$ cat src/sv/fresnel_dielectric_reflectance_defines.svh
// Assertion macros shared by the Fresnel reflectance RTL.
// Depends on nothing; the using module must have clk and arst_n in scope.
`ifndef FRESNEL_DIELECTRIC_REFLECTANCE_DEFINES_SVH
`define FRESNEL_DIELECTRIC_REFLECTANCE_DEFINES_SVH
`ifndef SYNTHESIS
// Condition that must hold at every clock edge out of reset.
`define FDR_ASSERT(lbl, cond) \
	lbl: assert property (@(posedge clk) disable iff (!arst_n) (cond)) \
		else $error("assertion failed");
// Same-cycle implication.
`define FDR_ASSERT_IMP(lbl, ante, cons) \
	lbl: assert property (@(posedge clk) disable iff (!arst_n) (ante) |-> (cons)) \
		else $error("assertion failed");
// Next-cycle implication.
`define FDR_ASSERT_NEXT(lbl, ante, cons) \
	lbl: assert property (@(posedge clk) disable iff (!arst_n) (ante) |=> (cons)) \
		else $error("assertion failed");
`else
`define FDR_ASSERT(lbl, cond)
`define FDR_ASSERT_IMP(lbl, ante, cons)
`define FDR_ASSERT_NEXT(lbl, ante, cons)
`endif
`endif

$ cat src/sv/fdr_div.sv
// Pipelined restoring divider, one quotient bit per stage, with a sideband word.
// The caller guarantees that the quotient fits in Q bits. Depends on nothing.
module fdr_div #(
	parameter int NW = 33,
	parameter int DW = 16,
	parameter int Q  = 16,
	parameter int SW = 1
) (
	input  logic          clk,
	input  logic          arst_n,
	input  logic          en,
	input  logic          in_valid,
	input  logic [NW-1:0] num,
	input  logic [DW-1:0] den,
	input  logic [SW-1:0] in_side,
	output logic          out_valid,
	output logic [Q-1:0]  quo,
	output logic [SW-1:0] out_side
);
	logic [NW+DW-1:0] num_ext;
	logic             val_q  [Q];
	logic [DW-1:0]    part_q [Q];
	logic [Q-1:0]     low_q  [Q];
	logic [Q-1:0]     quo_q  [Q];
	logic [DW-1:0]    den_q  [Q];
	logic [SW-1:0]    side_q [Q];

	assign num_ext = (NW+DW)'(num);

	for (genvar k = 0; k < Q; k++) begin : g_stage
		logic          vi;
		logic [DW-1:0] pi;
		logic [Q-1:0]  ni;
		logic [Q-1:0]  qi;
		logic [DW-1:0] di;
		logic [SW-1:0] si;
		logic [DW:0]   t;
		logic          ge;

		if (k == 0) begin : g_first
			assign vi = in_valid;
			assign pi = num_ext[Q +: DW];
			assign ni = num[Q-1:0];
			assign qi = '0;
			assign di = den;
			assign si = in_side;
		end else begin : g_next
			assign vi = val_q[k-1];
			assign pi = part_q[k-1];
			assign ni = low_q[k-1];
			assign qi = quo_q[k-1];
			assign di = den_q[k-1];
			assign si = side_q[k-1];
		end

		// Shift in the next numerator bit and subtract if it fits.
		always_comb begin
			t  = {pi, ni[Q-1]};
			ge = t >= {1'b0, di};
		end

		always_ff @(posedge clk or negedge arst_n) begin
			if (!arst_n) begin
				val_q[k] <= 1'b0;
			end else if (en) begin
				val_q[k] <= vi;
			end
		end

		always_ff @(posedge clk) begin
			if (en) begin
				part_q[k] <= ge ? DW'(t - {1'b0, di}) : DW'(t);
				low_q[k]  <= {ni[Q-2:0], 1'b0};
				quo_q[k]  <= {qi[Q-2:0], ge};
				den_q[k]  <= di;
				side_q[k] <= si;
			end
		end
	end

	assign out_valid = val_q[Q-1];
	assign quo       = quo_q[Q-1];
	assign out_side  = side_q[Q-1];
endmodule

$ cat config.mk
export PLATFORM = sky130hd
export DESIGN_NAME = fdr_div
export DESIGN_NICKNAME = d
export VERILOG_FILES = /design/src/sv/fresnel_dielectric_reflectance_defines.svh /design/src/sv/fdr_div.sv
export SDC_FILE = /design/constraint.sdc
export NUM_CORES = 1
export LEC_CHECK = 0
export BUFFER_PORTS_ARGS = -buffer_cell sky130_fd_sc_hd__buf_2
export CAP_MARGIN = 5
export CORE_UTILIZATION = 40
export CTS_CLUSTER_DIAMETER = 150
export CTS_CLUSTER_SIZE = 30
export DETAILED_ROUTE_END_ITERATION = 10
export MAX_ROUTING_LAYER = met4
export PLACE_DENSITY = 0.56
export SKIP_CTS_REPAIR_TIMING = 1
export SYNTH_ARGS = -nofsm -noshare
export SYNTH_HDL_FRONTEND = slang
export SYNTH_SLANG_ARGS = --single-unit
$ cat constraint.sdc
create_clock -name clk -period 3.13 [get_ports clk]
set_input_delay 0.4695 -clock clk [delete_from_list [all_inputs] [get_ports clk]]
set_output_delay 0.4695 -clock clk [all_outputs]
set_load 0.01 [all_outputs]
; Yosys cells after proc, flatten, opt, wreduce, memory -nomap -nowiden
; Memory sizes are Yosys's and may differ from the RTL's.
; Cells that the tools add are included.
[op_classes]
addsub = 16
mul = 0
div_mod_pow = 0
magnitude_cmp = 16
n_eq_ne = 0
shifts = 0
muxes = 18
n_bitwise = 0
n_reduce_logical = 0
[ops]
columns = operator, count
row1 = greater-or-equal comparator 17 x 16 -> 1 bit, 16
row2 = two-way mux 16 bit, 16
row3 = subtractor 16 bit, 16
row4 = two-way mux 1 bit, 2
[totals]
regBits = 16
latch_bits = 0
ramBits = 1024
mem_bits_ro = 0
in_bits = 54
output_inout_bits = 18
wordCells = 71
n_memories = 5
[mem_list]
columns = name, words, word_bits, read_ports, rd_clocked_by_memory_dff, wr, line
row1 = den_q, 16, 16, 15, 0, 16, fdr_div.sv:25  ; logic [DW-1:0] den_q [Q];
row2 = part_q, 16, 16, 15, 0, 16, fdr_div.sv:22  ; logic [DW-1:0] part_q [Q];
row3 = quo_q, 16, 16, 16, 0, 16, fdr_div.sv:24  ; logic [Q-1:0] quo_q [Q];
row4 = low_q, 16, 15, 15, 0, 16, fdr_div.sv:23  ; logic [Q-1:0] low_q [Q];
row5 = side_q, 16, 1, 16, 0, 16, fdr_div.sv:26  ; logic [SW-1:0] side_q [Q];

; Logic depth before layout (Yosys ltp)
; An unclocked memory read counts as a cell.
[depth]
word_depth = 3
ltp_mapped = 13
ltp_nobuf = 11

; Least setup slack after synthesis
; No wires, ideal clock.
[synth_path]
path_type = register to register
from = mem den_q[7][1]
to = mem part_q[8][10] (data pin)
setup_time_ps = 260
arrival_time_ps = 2645
t_required_ps = 2870
setup_slack_ps = 226
stages_incl_launch_ff = 12
n_path_buf = 1
period_less_slack_ps = 2904
path_cell_list = edfxtp_1 -> inv_1 -> ha_1 -> nor2b_1 -> o31a_1 -> o31a_1 -> or2_1 -> o21ai_0 -> a21oi_1 -> nor3_4 -> buf_4 -> mux2_2
[synth_rtl]
columns = element, line
row1 = from (decl), fdr_div.sv:25
row2 = to (decl), fdr_div.sv:22

==> impl_results.html <==
<table>
<tr><th>Metric</th><th>Value</th></tr>
<tr><th colspan="2">Run status</th></tr>
<tr><td>Result of the run</td><td>finished clean</td></tr>
<tr><th colspan="2">Power and ir drop</th></tr>
<tr><td>VDD IR max</td><td>0.462 mV</td></tr>
<tr><td>Total design power</td><td>36.7 mW</td></tr>
<tr><td>P per Cell Area</td><td>877 mW/mm^2</td></tr>
<tr><td>Static leakage</td><td>16.4 nW</td></tr>
<tr><th colspan="2">Clocking</th></tr>
<tr><td>Deepest level of the CTS H-tree</td><td>1</td></tr>
<tr><td>Clock Sink Count</td><td>between 700 and 800</td></tr>
<tr><td>TritonCTS clock tree</td><td>built</td></tr>
<tr><td>Number of buffers created by CTS</td><td>29</td></tr>
<tr><td>Buffers from clock root to sink, at most</td><td>3</td></tr>
<tr><td>Clock transition at the registers of the reported paths</td><td>0.11 ns</td></tr>
<tr><td>Worst-Skew Late Latency</td><td>0.64 ns</td></tr>
<tr><td>Clock Tree Root</td><td>clkbuf_16</td></tr>
<tr><th colspan="2">Route</th></tr>
<tr><td>Detailed Route WL</td><td>70700 um</td></tr>
<tr><td>Iteration-0 DRC Markers</td><td>1210</td></tr>
<tr><td>Remaining routing DRC violations</td><td>0</td></tr>
<tr><td>Count of nets left with antenna violations after detail routing</td><td>0</td></tr>
<tr><td>Average detailed-routed wire length per instance</td><td>16.2 um</td></tr>
<tr><td>Total number of vias</td><td>between 20000 and 25000</td></tr>
<tr><td>Routed via count divided by cell count</td><td>between 5 and 6</td></tr>
<tr><td>Drt first pass iters</td><td>5</td></tr>
<tr><th colspan="2">Floorplanning</th></tr>
<tr><td>Die Ht</td><td>310 um</td></tr>
<tr><td>Placeable core area</td><td>between 0.09 and 0.1 mm^2</td></tr>
<tr><td>Number of top-level pins</td><td>72</td></tr>
<tr><td>Chip Width</td><td>310 um</td></tr>
<tr><td>Starting utilization of the core area</td><td>0.405</td></tr>
<tr><td>DIE AREA</td><td>between 0.09 and 0.1 mm^2</td></tr>
<tr><td>Total number of placement rows</td><td>112</td></tr>
<tr><th colspan="2">Hold path</th></tr>
<tr><td>Class of the most critical hold timing path</td><td>in -&gt; reg</td></tr>
<tr><th colspan="2">Synth</th></tr>
<tr><td>Area share of the largest cell type after synthesis</td><td>0.597</td></tr>
<tr><td>Share of synthesized registers carrying an async set or reset</td><td>0.0208</td></tr>
<tr><td>Average cell area after synthesis</td><td>13.0 um^2</td></tr>
<tr><td>Multiplexer share of the synthesized area</td><td>0.0496</td></tr>
<tr><td>Most used standard cells in the synthesized netlist</td><td>752 x edfxtp_1, 314 x inv_1, 256 x ha_1</td></tr>
<tr><td>Post-synthesis sequential area ratio</td><td>0.607</td></tr>
<tr><td>Top cells by area in the synthesized netlist</td><td>edfxtp_1 60%, ha_1 8.5%, mux2_2 4.2%</td></tr>
<tr><td>Most frequently used cell type in the post-synthesis netlist</td><td>edfxtp_1</td></tr>
<tr><td>Compound-cell area share of the yosys netlist</td><td>0.108</td></tr>
<tr><td>Post-Synth Simple-Gate Area</td><td>0.0686</td></tr>
<tr><td>FF+latch count, synth</td><td>between 700 and 800</td></tr>
<tr><td>Xor/xnor share of the synthesized area</td><td>0.0377</td></tr>
<tr><td>Largest area contributor in the synthesized netlist</td><td>edfxtp_1</td></tr>
<tr><td>Number of warning messages in the yosys log</td><td>0</td></tr>
<tr><td>Area of the mapped netlist</td><td>0.0379 mm^2</td></tr>
<tr><td>Total nets after synthesis</td><td>between 3000 and 4000</td></tr>
<tr><td>Flip-flop cell with the highest count after synthesis</td><td>edfxtp_1</td></tr>
<tr><td>Adder-cell share of the synthesized area</td><td>0.0926</td></tr>
<tr><td>Count of unique library cells instantiated by Yosys</td><td>79</td></tr>
<tr><td>Dominant combinational cell family by area after synthesis</td><td>compound AO/OA/AOI/OAI gates</td></tr>
<tr><td>Post-synthesis instance total</td><td>around 2900</td></tr>
<tr><td>Number of flops mapped to enable cells by yosys</td><td>around 750</td></tr>
<tr><th colspan="2">Place</th></tr>
<tr><td>Post-place instance area</td><td>0.0406 mm^2</td></tr>
<tr><td>Placer Congestion</td><td>0.958</td></tr>
<tr><td>Total of buffers placed on input and output ports</td><td>70</td></tr>
<tr><td>Post-detail-place hpwl</td><td>52500 um</td></tr>
<tr><th colspan="2">Setup path</th></tr>
<tr><td>Max incr delay on CP</td><td>roughly 0.42 ns</td></tr>
<tr><td>Cell family with the largest share of critical-path delay</td><td>compound AO/OA/AOI/OAI gates</td></tr>
<tr><td>Path type of the worst setup path</td><td>reg -&gt; reg</td></tr>
<tr><td>Max FO, Critical Path</td><td>17</td></tr>
<tr><td>Required arrival time at the worst endpoint</td><td>3.53 ns</td></tr>
<tr><td>Endpoint class of the critical path</td><td>register</td></tr>
<tr><td>Arrival time of the worst setup path</td><td>3.40 ns</td></tr>
<tr><td>Cells traversed along the worst timing path</td><td>ha_1, nor2b_1, o31a_1, nor3_2, o31a_4, a21oi_2, or3b_1, a311o_1, buf_12, mux2_4</td></tr>
<tr><td>Library cell contributing the largest single delay on the critical path</td><td>edfxtp_1</td></tr>
<tr><td>Type of element launching the critical path</td><td>register</td></tr>
<tr><td>Buf/Inv on CP</td><td>1</td></tr>
<tr><th colspan="2">STA</th></tr>
<tr><td>Worst slew margin relative to its limit</td><td>0.478</td></tr>
<tr><td>Setup skew after layout</td><td>approximately 0.022 ns</td></tr>
<tr><td>Fmax</td><td>0.333 GHz</td></tr>
<tr><td>Ratio of final minimum period to clock period</td><td>0.958</td></tr>
<tr><td>Number of hold violations in the final report</td><td>0</td></tr>
<tr><td>Final Hold Slack</td><td>0.0438 ns</td></tr>
<tr><td>Slew at the pin closest to its max-slew limit</td><td>0.775 ns</td></tr>
<tr><td>Max-slew violation total from the final report</td><td>0</td></tr>
<tr><td>Final setup fails</td><td>0</td></tr>
<tr><td>Post-layout minimum cycle time</td><td>3.00 ns</td></tr>
<tr><th colspan="2">Global routing</th></tr>
<tr><td>Wire length of the first global-routing pass</td><td>around 110000 um</td></tr>
<tr><td>Number of global-route vias before repair</td><td>22600</td></tr>
<tr><td>Overflow left after global routing</td><td>0</td></tr>
<tr><td>Pin count of the biggest net entering global routing</td><td>107</td></tr>
<tr><td>Aggregate global-route resource usage</td><td>0.151</td></tr>
<tr><td>Number of antenna violations at the first check in global routing</td><td>0</td></tr>
<tr><th colspan="2">Layout</th></tr>
<tr><td>Fraction of final layout cells with drive strength greater than 1</td><td>0.132</td></tr>
<tr><td>Filler instances</td><td>8480</td></tr>
<tr><td>Post-layout net count</td><td>approximately 3400</td></tr>
<tr><td>Antenna diode count</td><td>0</td></tr>
<tr><td>Final instance area</td><td>0.0419 mm^2</td></tr>
<tr><td>Synth-to-layout area growth</td><td>10.7%</td></tr>
<tr><th colspan="2">Job</th></tr>
<tr><td>Max-capacitance violation count</td><td>0</td></tr>
</table>
stage by stage:
stage	setup TNS, ns	cells	util	worst slack, ns
global placement	-2.38	4294	0.435	-0.289
CTS	-3.38	4336	0.443	-0.297
floorplan	0	2911	-	0.226
global route	-0.0486	4369	0.448	-0.0120
detailed placement	-2.48	4294	0.435	-0.258
finish	0	4369	0.448	0.130
worst paths after layout:
kind | start | end | slack, ns | cells past startpoint
worst max-delay path | part_q[3][0]$_DFFE_PP_ | part_q[4][8]$_DFFE_PP_ | 0.13 | 10
worst min-delay path | den[13] | den_q[0][13]$_DFFE_PP_ | 0.04 | 1
worst max register to register | part_q[3][0]$_DFFE_PP_ | part_q[4][8]$_DFFE_PP_ | 0.13 | 10
worst min register to register | quo_q[1][41]$_DFFE_PP_ | quo_q[1][58]$_DFFE_PP_ | 0.42 | 0
max in group asynchronous | arst_n | g_stage[10].vi$_DFFE_PN0P_ | 2.60 | 2
min in group asynchronous | arst_n | g_stage[11].vi$_DFFE_PN0P_ | 0.26 | 2
state kept, by name, summed over array words and instances (netlist names):
name / cells
quo_q: 136
den_q: 240
low_q: 120
out_valid: 1
part_q: 240
side_q: 16
g_stage.vi: 15
where the power goes:
group / total [mW] / switching (mW) / internal, mW / leakage (nW)
Combinational: 16.4 / 8.49 / 7.92 / 8.52
Sequential: 15.6 / 1.12 / 14.5 / 7.53
Clock: 4.73 / 2.99 / 1.74 / 0.378
cell type report:
type | instances | area, um^2 | area share
Clock buffer | 41 | 771 | 0.0184
Clock inverter | 1 | 16.3 | 0.000388
Inverter | 315 | 1180 | 0.0282
Multi-Input combinational cell | 1787 | 13700 | 0.326
Sequential cell | 768 | 23000 | 0.549
Tap cell | 1254 | 1570 | 0.0375
Timing Repair Buffer | 203 | 1710 | 0.0409
layout by cell type, fill, tap and decap left out, drive strengths merged, types with 32 or more instances in the layout:
| cell | count |
|---|---|
| o21ai | 155 |
| edfxtp | 752 |
| xnor2 | 100 |
| ha | 256 |
| buf | 176 |
| xor2 | 63 |
| o21a | 54 |
| nor2b | 42 |
| clkbuf | 41 |
| a21o | 51 |
| inv | 315 |
| nor2 | 162 |
| a21oi | 186 |
| mux2 | 147 |
| nand2 | 166 |
| nand2b | 32 |
logic make-up (layout without fill, tap and decap cells):
group | Yosys count | after routing
AND/OR/NAND/NOR | 548 | 548
flip-flops | 768 | 768
multiplexers | 167 | 167
adder cells (fa/ha/maj) | 271 | 271
XOR/XNOR | 163 | 163
buffers and inverters | 356 | 560
AO/OA/AOI/OAI | 638 | 638
routing by layer:
layer,share of wire,track usage,vias to the layer above
li1,-,-,11100
met1,0.45,0.192,10800
met2,0.49,0.256,326
met3,0.027,0.0139,108
met4,0.028,0.0448,0
met5,0,-,-
Note: power is estimated with default switching activity, not from simulation.
