==> src/sv/fresnel_dielectric_reflectance_defines.svh <==
// Assertion macros shared by the Fresnel reflectance RTL.
// Depends on nothing; the using module must have clk and arst_n in scope.
`ifndef FRESNEL_DIELECTRIC_REFLECTANCE_DEFINES_SVH
`define FRESNEL_DIELECTRIC_REFLECTANCE_DEFINES_SVH
`ifndef SYNTHESIS
// Condition that must hold at every clock edge out of reset.
`define FDR_ASSERT(lbl, cond) \
	lbl: assert property (@(posedge clk) disable iff (!arst_n) (cond)) \
		else $error("assertion failed");
// Same-cycle implication.
`define FDR_ASSERT_IMP(lbl, ante, cons) \
	lbl: assert property (@(posedge clk) disable iff (!arst_n) (ante) |-> (cons)) \
		else $error("assertion failed");
// Next-cycle implication.
`define FDR_ASSERT_NEXT(lbl, ante, cons) \
	lbl: assert property (@(posedge clk) disable iff (!arst_n) (ante) |=> (cons)) \
		else $error("assertion failed");
`else
`define FDR_ASSERT(lbl, cond)
`define FDR_ASSERT_IMP(lbl, ante, cons)
`define FDR_ASSERT_NEXT(lbl, ante, cons)
`endif
`endif

==> src/sv/fdr_isqrt.sv <==
// Pipelined integer square root, one root bit per stage, with a sideband word.
// Depends on nothing.
module fdr_isqrt #(
	parameter int N  = 17,
	parameter int SW = 1
) (
	input  logic           clk,
	input  logic           arst_n,
	input  logic           en,
	input  logic           in_valid,
	input  logic [2*N-1:0] rad,
	input  logic [SW-1:0]  in_side,
	output logic           out_valid,
	output logic [N-1:0]   root,
	output logic [SW-1:0]  out_side
);
	logic           val_q  [N];
	logic [N-1:0]   root_q [N];
	logic [N:0]     rem_q  [N];
	logic [2*N-1:0] rad_q  [N];
	logic [SW-1:0]  side_q [N];

	for (genvar k = 0; k < N; k++) begin : g_stage
		logic           vi;
		logic [N-1:0]   ri;
		logic [N:0]     mi;
		logic [2*N-1:0] di;
		logic [SW-1:0]  si;
		logic [N+2:0]   trial;
		logic [N+2:0]   t;
		logic           ge;

		if (k == 0) begin : g_first
			assign vi = in_valid;
			assign ri = '0;
			assign mi = '0;
			assign di = rad;
			assign si = in_side;
		end else begin : g_next
			assign vi = val_q[k-1];
			assign ri = root_q[k-1];
			assign mi = rem_q[k-1];
			assign di = rad_q[k-1];
			assign si = side_q[k-1];
		end

		// Try to append a one bit to the root.
		always_comb begin
			trial = {mi, di[2*N-1 -: 2]};
			t     = (N+3)'({ri, 2'b01});
			ge    = trial >= t;
		end

		always_ff @(posedge clk or negedge arst_n) begin
			if (!arst_n) begin
				val_q[k] <= 1'b0;
			end else if (en) begin
				val_q[k] <= vi;
			end
		end

		always_ff @(posedge clk) begin
			if (en) begin
				rem_q[k]  <= ge ? (N+1)'(trial - t) : (N+1)'(trial);
				root_q[k] <= {ri[N-2:0], ge};
				rad_q[k]  <= {di[2*N-3:0], 2'b00};
				side_q[k] <= si;
			end
		end
	end

	assign out_valid = val_q[N-1];
	assign root      = root_q[N-1];
	assign out_side  = side_q[N-1];
endmodule

==> config.mk <==
export PLATFORM = sky130hd
export DESIGN_NAME = fdr_isqrt
export DESIGN_NICKNAME = d
export VERILOG_FILES = /design/src/sv/fresnel_dielectric_reflectance_defines.svh /design/src/sv/fdr_isqrt.sv
export SDC_FILE = /design/constraint.sdc
export NUM_CORES = 1
export LEC_CHECK = 0
export BUFFER_PORTS_ARGS = -buffer_cell sky130_fd_sc_hd__clkbuf_2
export CORE_MARGIN = 2
export CORE_UTILIZATION = 36
export CTS_BUF_LIST = sky130_fd_sc_hd__clkbuf_4
export DETAILED_ROUTE_END_ITERATION = 10
export HOLD_SLACK_MARGIN = 0.1
export MAX_ROUTING_LAYER = met4
export PLACE_DENSITY = 0.59
export SLEW_MARGIN = 30
export SYNTH_ARGS = -nofsm -noshare
export SYNTH_HDL_FRONTEND = slang
export SYNTH_SLANG_ARGS = --single-unit
==> constraint.sdc <==
create_clock -name clk -period 3.1 [get_ports clk]
set_input_delay 0.31 -clock clk [delete_from_list [all_inputs] [get_ports clk]]
set_output_delay 0.31 -clock clk [all_outputs]
set_load 0.02 [all_outputs]
Word level (Yosys, flattened, before mapping). Memory sizes are Yosys's and may differ from the RTL's. Index checks and enable logic that the tools add are counted.

Add/subtract/negate cells: 17. Multiply operators: 0. Div/mod/pow operators: 0. $lt $le $gt $ge: 17. Eq/ne operators: 0. Shift operators: 0. Muxes and demuxes: 19. Bitwise logic cells: 0. Reductions and logical operators: 0.

Operators by type and width (count): 20-bit by 19-bit >= comparator with 1-bit output (16); 18-bit 2-to-1 mux (17); 18-bit subtractor (16); 2-bit by 1-bit subtractor with 3-bit output, second input constant (1); 2-bit by 1-bit >= comparator with 1-bit output, second input constant (1); 1-bit 2-to-1 mux (2).

Flip-flop bits (word level): 17. Latch bits: 0. RAM bits: 1156. Bits in read-only memories: 0. Bits of input ports: 39. Output and inout bits: 19. Word-level logic and storage cells: 74. Memories kept: 4.

Memory list: rad_q (depth 17, bits a word 32, read ports 16, clocked after memory_dff 0, wr ports 17, RTL line fdr_isqrt.sv:20) `logic [2*N-1:0] rad_q [N];`; rem_q (depth 17, bits a word 18, read ports 16, clocked after memory_dff 0, wr ports 17, RTL line fdr_isqrt.sv:19) `logic [N:0] rem_q [N];`; root_q (depth 17, bits a word 17, read ports 17, clocked after memory_dff 0, wr ports 17, RTL line fdr_isqrt.sv:18) `logic [N-1:0] root_q [N];`; side_q (depth 17, bits a word 1, read ports 17, clocked after memory_dff 0, wr ports 17, RTL line fdr_isqrt.sv:21) `logic [SW-1:0] side_q [N];`.

Longest topological paths before layout. Gate-level depths: netlist of run 1. An unclocked memory read counts as a cell.

Depth after elaboration: 3. Depth in mapped cells: 11. Gate-level depth less buffers: 10.

Worst setup path before layout of run 1. No wires, ideal clock.

Path type: reg-to-reg. Start: mem rem_q[0][165] in the netlist's numbering. End: mem rem_q[0][190] in the netlist's numbering (data pin). Setup time: 0.256 ns. Arrival: 2.329 ns. Data required time: 2.844 ns. Path slack: 0.516 ns. Cell stages (with the launch flop): 9. Path buffers: 2. Period minus slack after synthesis: 2.584 ns. Cell sequence: edfxtp_1 ha_1 a211oi_1 nor2_1 o31a_1 or4b_1 clkbuf_1 clkbuf_1 a31o_2.

RTL lines (RTL line): start, declared (fdr_isqrt.sv:19).

==> results.md, run 1 <==
* Result of the run: completed
* Worst-Margin Slew at 0.851 ns
* Worst-path fanout max at 10
* NumNets Final at 3032
* Vias at 20473
* I/O Pins at 58
* RSZ-0062 raised after global routing: false
* 1st-iter DRT viols at approximately 1200
* Row count at between 100 and 150
* Hold path endpoint: rem_q[0][62]
* Worst Path Buf+Inv at 3
* MaxCap Viol Count at 0
* DP HPWL at 43.9 mm
* Critical Path, Cell by Cell: inv_1 -> ha_1 -> a21oi_1 -> o21ai_0 -> o21ai_0 -> o2111ai_2 -> buf_4 -> buf_4 -> nor2_1 -> a21oi_1
* Most frequent cells in the layout: edfxtp_1, clkbuf_4, inv_1
* Number of distinct library cells after synthesis at 79
* Reg-to-reg critical path endpoint: rem_q[0][218]
* Seq. cell area at 21700 µm²
* Routed wl met2 at 30.6 mm
* Leakage at 15.0 nW
* WL per Instance at 15.3 µm
* Layout cell share with drive strength beyond 1 at 0.168
* Achievable frequency at about 0.34 GHz
* PD cells at between 600 and 700 nW/µm²
* Hold Startpoint: en
* Gate Count Post-Synth at approximately 2500
* Depth of the most critical reg-to-reg path at 10
* Total grt overflow at 0
* CTS root buf: clkbuf_4
* Syn_nets at 2695
* Fin Hold WS at 0.350 ns
* Total Wirelength at 63.5 mm
* GPL Wtd Cong at just under 0.9
* DRT met1 WL at 28.2 mm
* Die X at 308 µm
* R2R setup slack at 0.19 ns
* Internal power at about 0.018 W
* Chip Height at 308 µm
* Slew headroom at 0.418
* Commonest non-fill, non-tap cell in the layout: edfxtp_1
* Worst R2R Start: root_q[1][58]
* Fillers at 8400
* IO Port Bufs at 57
* Delay-heaviest family, CP: compound AO/OA/AOI/OAI gates
* Startpoint Class: flop
* Setup violators final at 0
* EDFF count, synth at slightly above 700
* Post-Layout Inst Area at approximately 39000 µm²
* Prevailing post-synth register cell: edfxtp_1
* Cell Area, Synth at 33300 µm²
* Total CTS buffers at 191
* Register bit total from synthesis at 727
* Mean post-synth cell area at 13.4 µm²
* Final setup TNS at 0 ns
* TritonRoute pass-1 iters at 6
* Routed Antenna Nets at 0
* Synth-to-layout area growth at 16.2%
* First-pass GRT wire length at 104 mm
* Worst Clk Skew at 0.0692 ns
* Crit-path max cell delay at between 0.4 and 0.5 ns
* Met3 WL post-DR at 3.13 mm
* Initial antenna violation count at 2
* Share of power burned in combinational logic at 0.165
* Critical path type: reg -> reg
* Sw Share at 0.274
* Seq pwr share at 0.511
* Final hold viol count at 0
* Top routing layer in use: met4
* Non-filler instance count after layout at 4163
* TritonCTS clock tree: done
* Routed vias/inst at 4.92
* Starting Density at 0.364
* Worst endpoint required time at 3.86 ns
* Max clock buf depth at 3
* Overall Global Routing Usage at 0.140
* Largest net degree at the start of global routing at 91
* Worst hold stages at 2
* Hold WC Path Type: in -> reg
* Worst-path clk slew at 0.06 ns
* # DRC at 0
* Worst Setup End Kind: flop
* Cell with the largest stage delay on the worst path: o21ai_0
* Sw power at 0.00688 W
* CTS Sinks at slightly above 700
* WP data arrival at 3.67 ns
* Vias in the first global route at 20721
* Ys Warns at 0
* Power share of the clock group at 0.324
* Tmin final at 2.91 ns
* Placed cell areas at 35500 µm²
* Die area at 95000 µm²
* # H-tree levels at 4
* Inst Count DP at 3738
* Final Slew Violations at 0
* Ys async rst share at 0.0234
* Skew-Pair Late Insertion Delay at 1.07 ns
* Multi-input gate area at 10600 µm²
* Max VDD drop at 0.000325 V
* Core area at 91700 µm²
* Seq/Total Area, Yosys at 0.652
* Period utilisation layout at 0.940
-- repair_timing --
item,4_1_cts,5_1_grt
buffers inserted,0,0
hold buffers,77,0
setup endpoints to repair,0,4
hold endpoints to repair,715,0
resized for setup,0,2
-- per-stage QoR --
stage	util	worst slack [ns]	total power, W
after floorplan	-	0.516	0.0157
after global routing	0.423	0.0462	0.0266
after CTS	0.422	0.113	0.0255
after global placement	0.387	0.220	0.0170
after detailed placement	0.387	0.160	0.0171
final	0.423	0.187	0.0251
-- layout make-up --
cell class / instances / area share
Sequential cell: 727 / 0.561
Multi-Input combinational cell: 1502 / 0.274
Clock buffer: 277 / 0.0537
Timing Repair Buffer: 189 / 0.0430
Tap cell: 1186 / 0.0383
Inverter: 211 / 0.0204
Clock inverter: 68 / 0.00921
Antenna cell: 3 / 0.000194
-- synthesized netlist by cell type (4+ instances only) --
library cell	number	area, µm²
nand4_1	26	163
nor3_1	60	300
mux2_2	49	552
a21o_1	36	270
a2111oi_0	12	105
a22oi_1	4	30.0
or4_1	12	90.1
o21ai_0	90	450
buf_2	22	110
nand2b_1	25	156
xor2_1	82	718
o211ai_1	16	120
nor4b_1	5	43.8
clkbuf_1	18	67.6
nor2_1	182	683
a21boi_0	7	52.6
a31o_2	10	87.6
nand2_1	109	409
inv_1	210	788
and3_1	10	62.6
or2_2	13	81.3
o21bai_1	10	75.1
o31ai_1	21	158
nor2b_1	18	113
and2_1	7	43.8
nand3_1	40	200
nand4b_1	7	61.3
dfrtp_1	17	425
o21a_1	41	308
o2111ai_1	4	35.0
mux2i_1	8	80.1
ha_1	171	2140
o31a_1	7	61.3
nor4_1	25	156
xnor2_1	110	963
a211oi_1	28	210
or3_1	31	194
a21oi_1	162	811
edfxtp_1	710	21300
a31oi_1	10	62.6
-- flip-flops by register name, summed over array words and instances, names as in the netlist --
register    cells
out_valid       1
root_q        153
g_stage.vi     16
rem_q         268
side_q         17
rad_q         272
-- routing by layer --
layer / track usage / vias to the layer above
met2: 0.226 / 510
met4: 0.0593 / 0
li1: - / 10113
met5: - / -
met1: 0.166 / 9720
met3: 0.0353 / 130
-- power by group through the flow --
stage	Clock [W]	Sequential [W]	Combinational, W
after global routing	0.00905	0.0129	0.00465
final	0.00813	0.0128	0.00415
after detailed placement	0	0.0130	0.00403
after floorplan	0	0.0128	0.00293
after CTS	0.00854	0.0128	0.00415
after global placement	0	0.0130	0.00397
-- kinds of logic after synthesis --
family / after synthesis / synth area share
and+or+nand+nor: 593 / 0.0899
DFF: 727 / 0.652
adders and majority gates: 171 / 0.0642
AOI/OAI and AO/OA: 488 / 0.0938
xor gates and xnor gates: 192 / 0.0505
other: 1 / 0.000113
buffers and inverters: 256 / 0.0301
muxes: 57 / 0.0190
-- worst reg2reg max path, cell delays in order, from the launching register on --
cell       delay (ns)
edfxtp_1         0.36
inv_1            0.05
ha_1             0.38
a21oi_1          0.41
o21ai_0          0.18
o21ai_0          0.47
o2111ai_2        0.20
buf_4            0.22
buf_4            0.19
nor2_1           0.11
a21oi_1          0.06
-- worst max-delay path by stage --
stage,depth (start not counted),start,slack [ns],end
after floorplan,8,rem_q[0][165],0.52,rem_q[0][190]
after global placement,10,root_q[1][58],0.22,rem_q[0][220]
after detailed placement,8,root_q[1][21],0.16,rem_q[0][193]
after CTS,8,root_q[1][21],0.11,rem_q[0][193]
after global routing,9,root_q[1][73],0.05,rem_q[0][243]
final,10,root_q[1][58],0.19,rem_q[0][218]
(Power assumes the default switching activity.)
==> run 2, diff against run 1 <==
CELL_PAD_IN_SITES_DETAIL_PLACEMENT = 1   (was unset)
CELL_PAD_IN_SITES_GLOBAL_PLACEMENT = 2   (was unset)
PLACE_DENSITY = 0.73   (was 0.59)
==> results.md, run 2 (synthesis gave the netlist of run 1 again) <==
* Result of the run: completed
* PD cells at 656 nW/µm²
* Total Power at 0.0255 W
* Final hold viol count at 0
* Overall Global Routing Usage at 0.154
* Die X at approximately 300 µm
* Worst Clk Skew at ~0.06 ns
* Worst-path fanout max at 27
* Worst-Margin Slew at approximately 0.75 ns
* TritonRoute pass-1 iters at 5
* WL per Instance at 16.8 µm
* Routed Antenna Nets at 0
* Critical Path, Cell by Cell: ha_1 -> nand4_1 -> a2111oi_2 -> a211oi_1 -> buf_4 -> o211ai_1 -> buf_12 -> mux2_2
* RSZ-0062 raised after global routing: false
* Inst Count DP at 3753
* Achievable frequency at 0.340 GHz
* CTS Sinks at roughly 730
* Core area at 91700 µm²
* Multi-input gate area at 10600 µm²
* Max reg flops at 272
* Die area at between 90000 and 100000 µm²
* Hold WC Path Type: in -> reg
* Leakage at 15.1 nW
* Critical path type: reg -> reg
* Cell with the largest stage delay on the worst path: a2111oi_2
* Total Wirelength at 69.9 mm
* IO Port Bufs at 57
* Largest regs: rad_q (272), rem_q (268), root_q (153)
* Delay-heaviest family, CP: compound AO/OA/AOI/OAI gates
* Vias in the first global route at 22124
* Final Slew Violations at 0
* I/O Pins at 58
* Skew-Pair Late Insertion Delay at 1.03 ns
* Non-filler instance count after layout at 4170
* Worst Setup End Kind: flop
* Row count at 111
* WP data arrival at between 3 and 4 ns
* Startpoint Class: flop
* Tmin final at between 2 and 3 ns
* First-pass GRT wire length at 114 mm
* Max VDD drop at 0.000364 V
* Seq. cell area at 21700 µm²
* 1st-iter DRT viols at slightly above 1000
* Worst-path clk slew at 0.06 ns
* CTS root buf: clkbuf_4
* GPL Wtd Cong at about 0.85
* Worst endpoint required time at 3.84 ns
* Max clock buf depth at 3
* DP HPWL at 49.5 mm
* Largest Register: rad_q
* Starting Density at 0.364
* Setup violators final at 0
* Commonest non-fill, non-tap cell in the layout: edfxtp_1
* Slew headroom at 0.501
* # H-tree levels at 4
* Period utilisation layout at 0.949
* Vias at 20598
* Layout cell share with drive strength beyond 1 at 0.169
* Worst hold stages at 2
* Synth-to-layout area growth at 16.7%
* TritonCTS clock tree: done
* NumNets Final at 3050
* Crit-path max cell delay at 0.47 ns
* MaxCap Viol Count at 0
* # DRC at 0
* Worst Path Buf+Inv at 2
* Total grt overflow at 0
* WP depth at 8
* Fillers at 9698
* Chip Height at between 300 and 400 µm
* Routed vias/inst at 4.94
* Initial antenna violation count at 2
* Total CTS buffers at 193
* Most frequent cells in the layout: edfxtp_1, clkbuf_4, inv_1
* Largest net degree at the start of global routing at 99
* Depth of the most critical reg-to-reg path at 8
==> run 2: cell types whose count changed in the layout (fill, tap and decap cells not counted), moves of 2 or more <==
cell	previous run	this run
clkinv_1	47	51
bufinv_16	0	6
inv_6	6	4
clkinv_8	2	0
clkbuf_4	277	265
clkinv_2	7	3
a2111oi_0	11	9
inv_2	0	2
inv_8	2	0
buf_12	15	13
buf_4	40	58
==> run 2: what timing repair did <==
action,4_1_cts,5_1_grt
hold buffers,77,0
setup buffers,0,1
resized for setup,5,5
endpoints found under the setup margin,18,9
pin swaps,0,1
hold endpoints to repair,773,0
==> run 2: per-layer routing <==
metal,part of all wire,global-route usage,vias to the layer above,wire (µm)
met1,0.47,0.196,10044,32800
met3,0.037,0.0358,136,2600
li1,-,-,10101,-
met5,0,-,-,0
met4,0.025,0.0589,0,1760
met2,0.47,0.241,317,32800
==> run 2: path summary, 6_finish.rpt <==
check,start,end,slack [ns]
worst min-delay path,en,rad_q[0][0],0.34
min in group asynchronous,arst_n,g_stage[15].vi,0.44
worst max-delay path,rem_q[0][242],rem_q[0][258],0.16
max in group asynchronous,arst_n,out_valid,2.18
worst min register to register,rad_q[0][316],rad_q[0][350],0.38
worst max register to register,rem_q[0][242],rem_q[0][258],0.16
==> run 2: power by group <==
group	leakage, nW	total, W	internal, W	switching, W
Sequential	7.01	0.0128	0.0122	0.000646
Combinational	6.65	0.00428	0.00191	0.00238
Clock	1.43	0.00840	0.00446	0.00394
==> run 2: through the flow <==
stage	setup TNS (ns)	hold WS, ns	utilization	instance area, µm²	setup slack (ns)
detailed placement	-1.64	0.262	0.388	35600	-0.175
global route	0	0.247	0.424	38900	0.0137
CTS	0	0.200	0.424	38900	0.0711
floorplan	0	0.0144	-	33300	0.516
finish	0	0.342	0.424	38900	0.159
global placement	-2.21	0.249	0.388	35600	-0.187
==> run 2: cell type report <==
class,count,share of cell area
multi-input combinational,1502,0.274
tap,1186,0.0382
inverter,211,0.0204
sequential,727,0.559
clock buffer,265,0.0511
timing repair buffer,205,0.0453
antenna,4,0.000257
clock inverter,70,0.0120
==> run 3, diff against run 2 <==
REMOVE_ABC_BUFFERS = 1   (was unset)
==> results.md, run 3 (synthesis gave the netlist of run 1 again) <==
* Result of the run: completed
* Worst-path fanout max at 27
* Worst Setup End Kind: flop
* # DRC at 0
* Leakage at 15.1 nW
* Startpoint Class: flop
* Total grt overflow at 0
* Critical path type: reg -> reg
* Total Power at approximately 0.025 W
* Largest regs: rad_q (272), rem_q (268), root_q (153)
* Worst-path clk slew at 0.06 ns
* Fin Hold WS at between 0.3 and 0.4 ns
* Commonest non-fill, non-tap cell in the layout: edfxtp_1
* Power share of the clock group at 0.326
* Initial antenna violation count at 1
* Starting Density at 0.364
* Row count at 111
* CTS Sinks at ~730
* IO Port Bufs at 57
* Total CTS buffers at 190
* Sw power at approximately 0.007 W
* Delay-heaviest family, CP: simple AND/OR/NAND/NOR gates
* Fillers at 9659
* Final setup TNS at 0 ns
* Largest Register: rad_q
* RSZ-0062 raised after global routing: false
* Vias in the first global route at approximately 22000
* Internal power at 0.0185 W
* Setup violators final at 0
* WP data arrival at 3.83 ns
* TritonCTS clock tree: done
* Sw Share at 0.273
* Period utilisation layout at 0.983
* TritonRoute pass-1 iters at 4
* Die X at 308 µm
* NumNets Final at 3044
* Achievable frequency at 0.328 GHz
* 1st-iter DRT viols at 1053
* Max reg flops at 272
* Worst Path Buf+Inv at 2
* Cell with the largest stage delay on the worst path: nor4_2
* Overall Global Routing Usage at 0.158
* Routed vias/inst at 4.96
* Core area at 91700 µm²
* Final hold viol count at 0
* First-pass GRT wire length at approximately 120 mm
* Largest net degree at the start of global routing at 96
* Worst-Margin Slew at 0.825 ns
* Critical Path, Cell by Cell: ha_1 -> nand4_1 -> nor4_2 -> buf_4 -> nor2_1 -> o211ai_1 -> buf_12 -> mux2_2
* Most frequent cells in the layout: edfxtp_1, clkbuf_4, inv_1
* DP HPWL at 50.0 mm
* Synth-to-layout area growth at 16.3%
* MaxCap Viol Count at 0
* Layout cell share with drive strength beyond 1 at 0.173
* Tmin final at 3.05 ns
* Seq pwr share at 0.506
* Worst endpoint required time at between 3 and 4 ns
* Vias at 20620
* Max clock buf depth at 3
* Skew-Pair Late Insertion Delay at 1.06 ns
* # H-tree levels at 4
* Core Util, Final at 0.423
* Total Wirelength at 71.2 mm
* Max VDD drop at 0.000494 V
* Slew headroom at 0.436
* CTS root buf: clkbuf_4
* WL per Instance at 17.1 µm
* Chip Height at 308 µm
* I/O Pins at 58
* Share of power burned in combinational logic at 0.168
* Placement Setup Slack at -0.174 ns
* PD cells at 655 nW/µm²
* Worst Clk Skew at 0.0512 ns
* Hold WC Path Type: in -> reg
* Die area at 95000 µm²
* Routed Antenna Nets at 0
* GPL Wtd Cong at 0.870
* Final Slew Violations at 0
* Crit-path max cell delay at between 0.5 and 0.6 ns
* Slack of the critical path at 0.0517 ns
-- run 3: cell count changes in the layout (fill, tap and decap cells not counted), moves of 2 or more --
cell       before  now
a2111oi_0       9   11
clkbuf_4      265  287
clkinv_1       51   29
clkinv_4        3    1
bufinv_16       6    2
buf_12         13   10
clkinv_2        3    1
-- run 3: through the flow --
stage / cells / instance area (µm²)
3_3_place_gp: 3750 / 35500
6_report: 4160 / 38800
3_5_place_dp: 3750 / 35500
2_1_floorplan: 2440 / 33100
5_1_grt: 4157 / 38800
4_1_cts: 4155 / 38700
-- run 3: layout make-up --
| class | instances | area (µm²) | share of cell area |
|---|---|---|---|
| clock inverter | 41 | 258 | 0.00665 |
| inverter | 211 | 792 | 0.0204 |
| timing repair buffer | 202 | 1700 | 0.0439 |
| antenna | 4 | 10.0 | 0.000258 |
| tap | 1186 | 1480 | 0.0383 |
| sequential | 727 | 21700 | 0.561 |
| multi-input combinational | 1502 | 10600 | 0.274 |
| clock buffer | 287 | 2150 | 0.0556 |
-- run 3: power by group through the flow --
stage	Clock, W	Combinational, W	Sequential [W]
2_1_floorplan	0	0.00290	0.0128
3_3_place_gp	0	0.00404	0.0130
3_5_place_dp	0	0.00417	0.0131
4_1_cts	0.00866	0.00429	0.0129
5_1_grt	0.00912	0.00483	0.0130
6_report	0.00827	0.00428	0.0128
-- run 3: per-layer routing --
layer	vias to the layer above	share of wire	GRT usage
li1	10102	-	-
met1	10042	0.46	0.199
met2	342	0.47	0.249
met3	134	0.040	0.0339
met4	0	0.023	0.0618
met5	-	0	-
-- run 3: path summary, 6_finish.rpt --
check                               from              to  slack (ns)  cells after the start
min reg2reg                 rad_q[0][21]    rad_q[0][55]        0.39                      0
max reg2reg                rem_q[0][246]   rem_q[0][255]        0.05                      8
max in group asynchronous         arst_n  g_stage[10].vi        2.13                      3
max                        rem_q[0][246]   rem_q[0][255]        0.05                      8
min in group asynchronous         arst_n   g_stage[2].vi        0.46                      3
min                                   en   rad_q[0][102]        0.35                      2
-- run 3: what timing repair did --
action,CTS,global route
buffers inserted,0,1
setup endpoints to repair,5,6
cloned,0,0
pin swaps,0,1
endpoints found under the hold margin,780,0
hold buffers,77,0
gates resized for setup,3,2
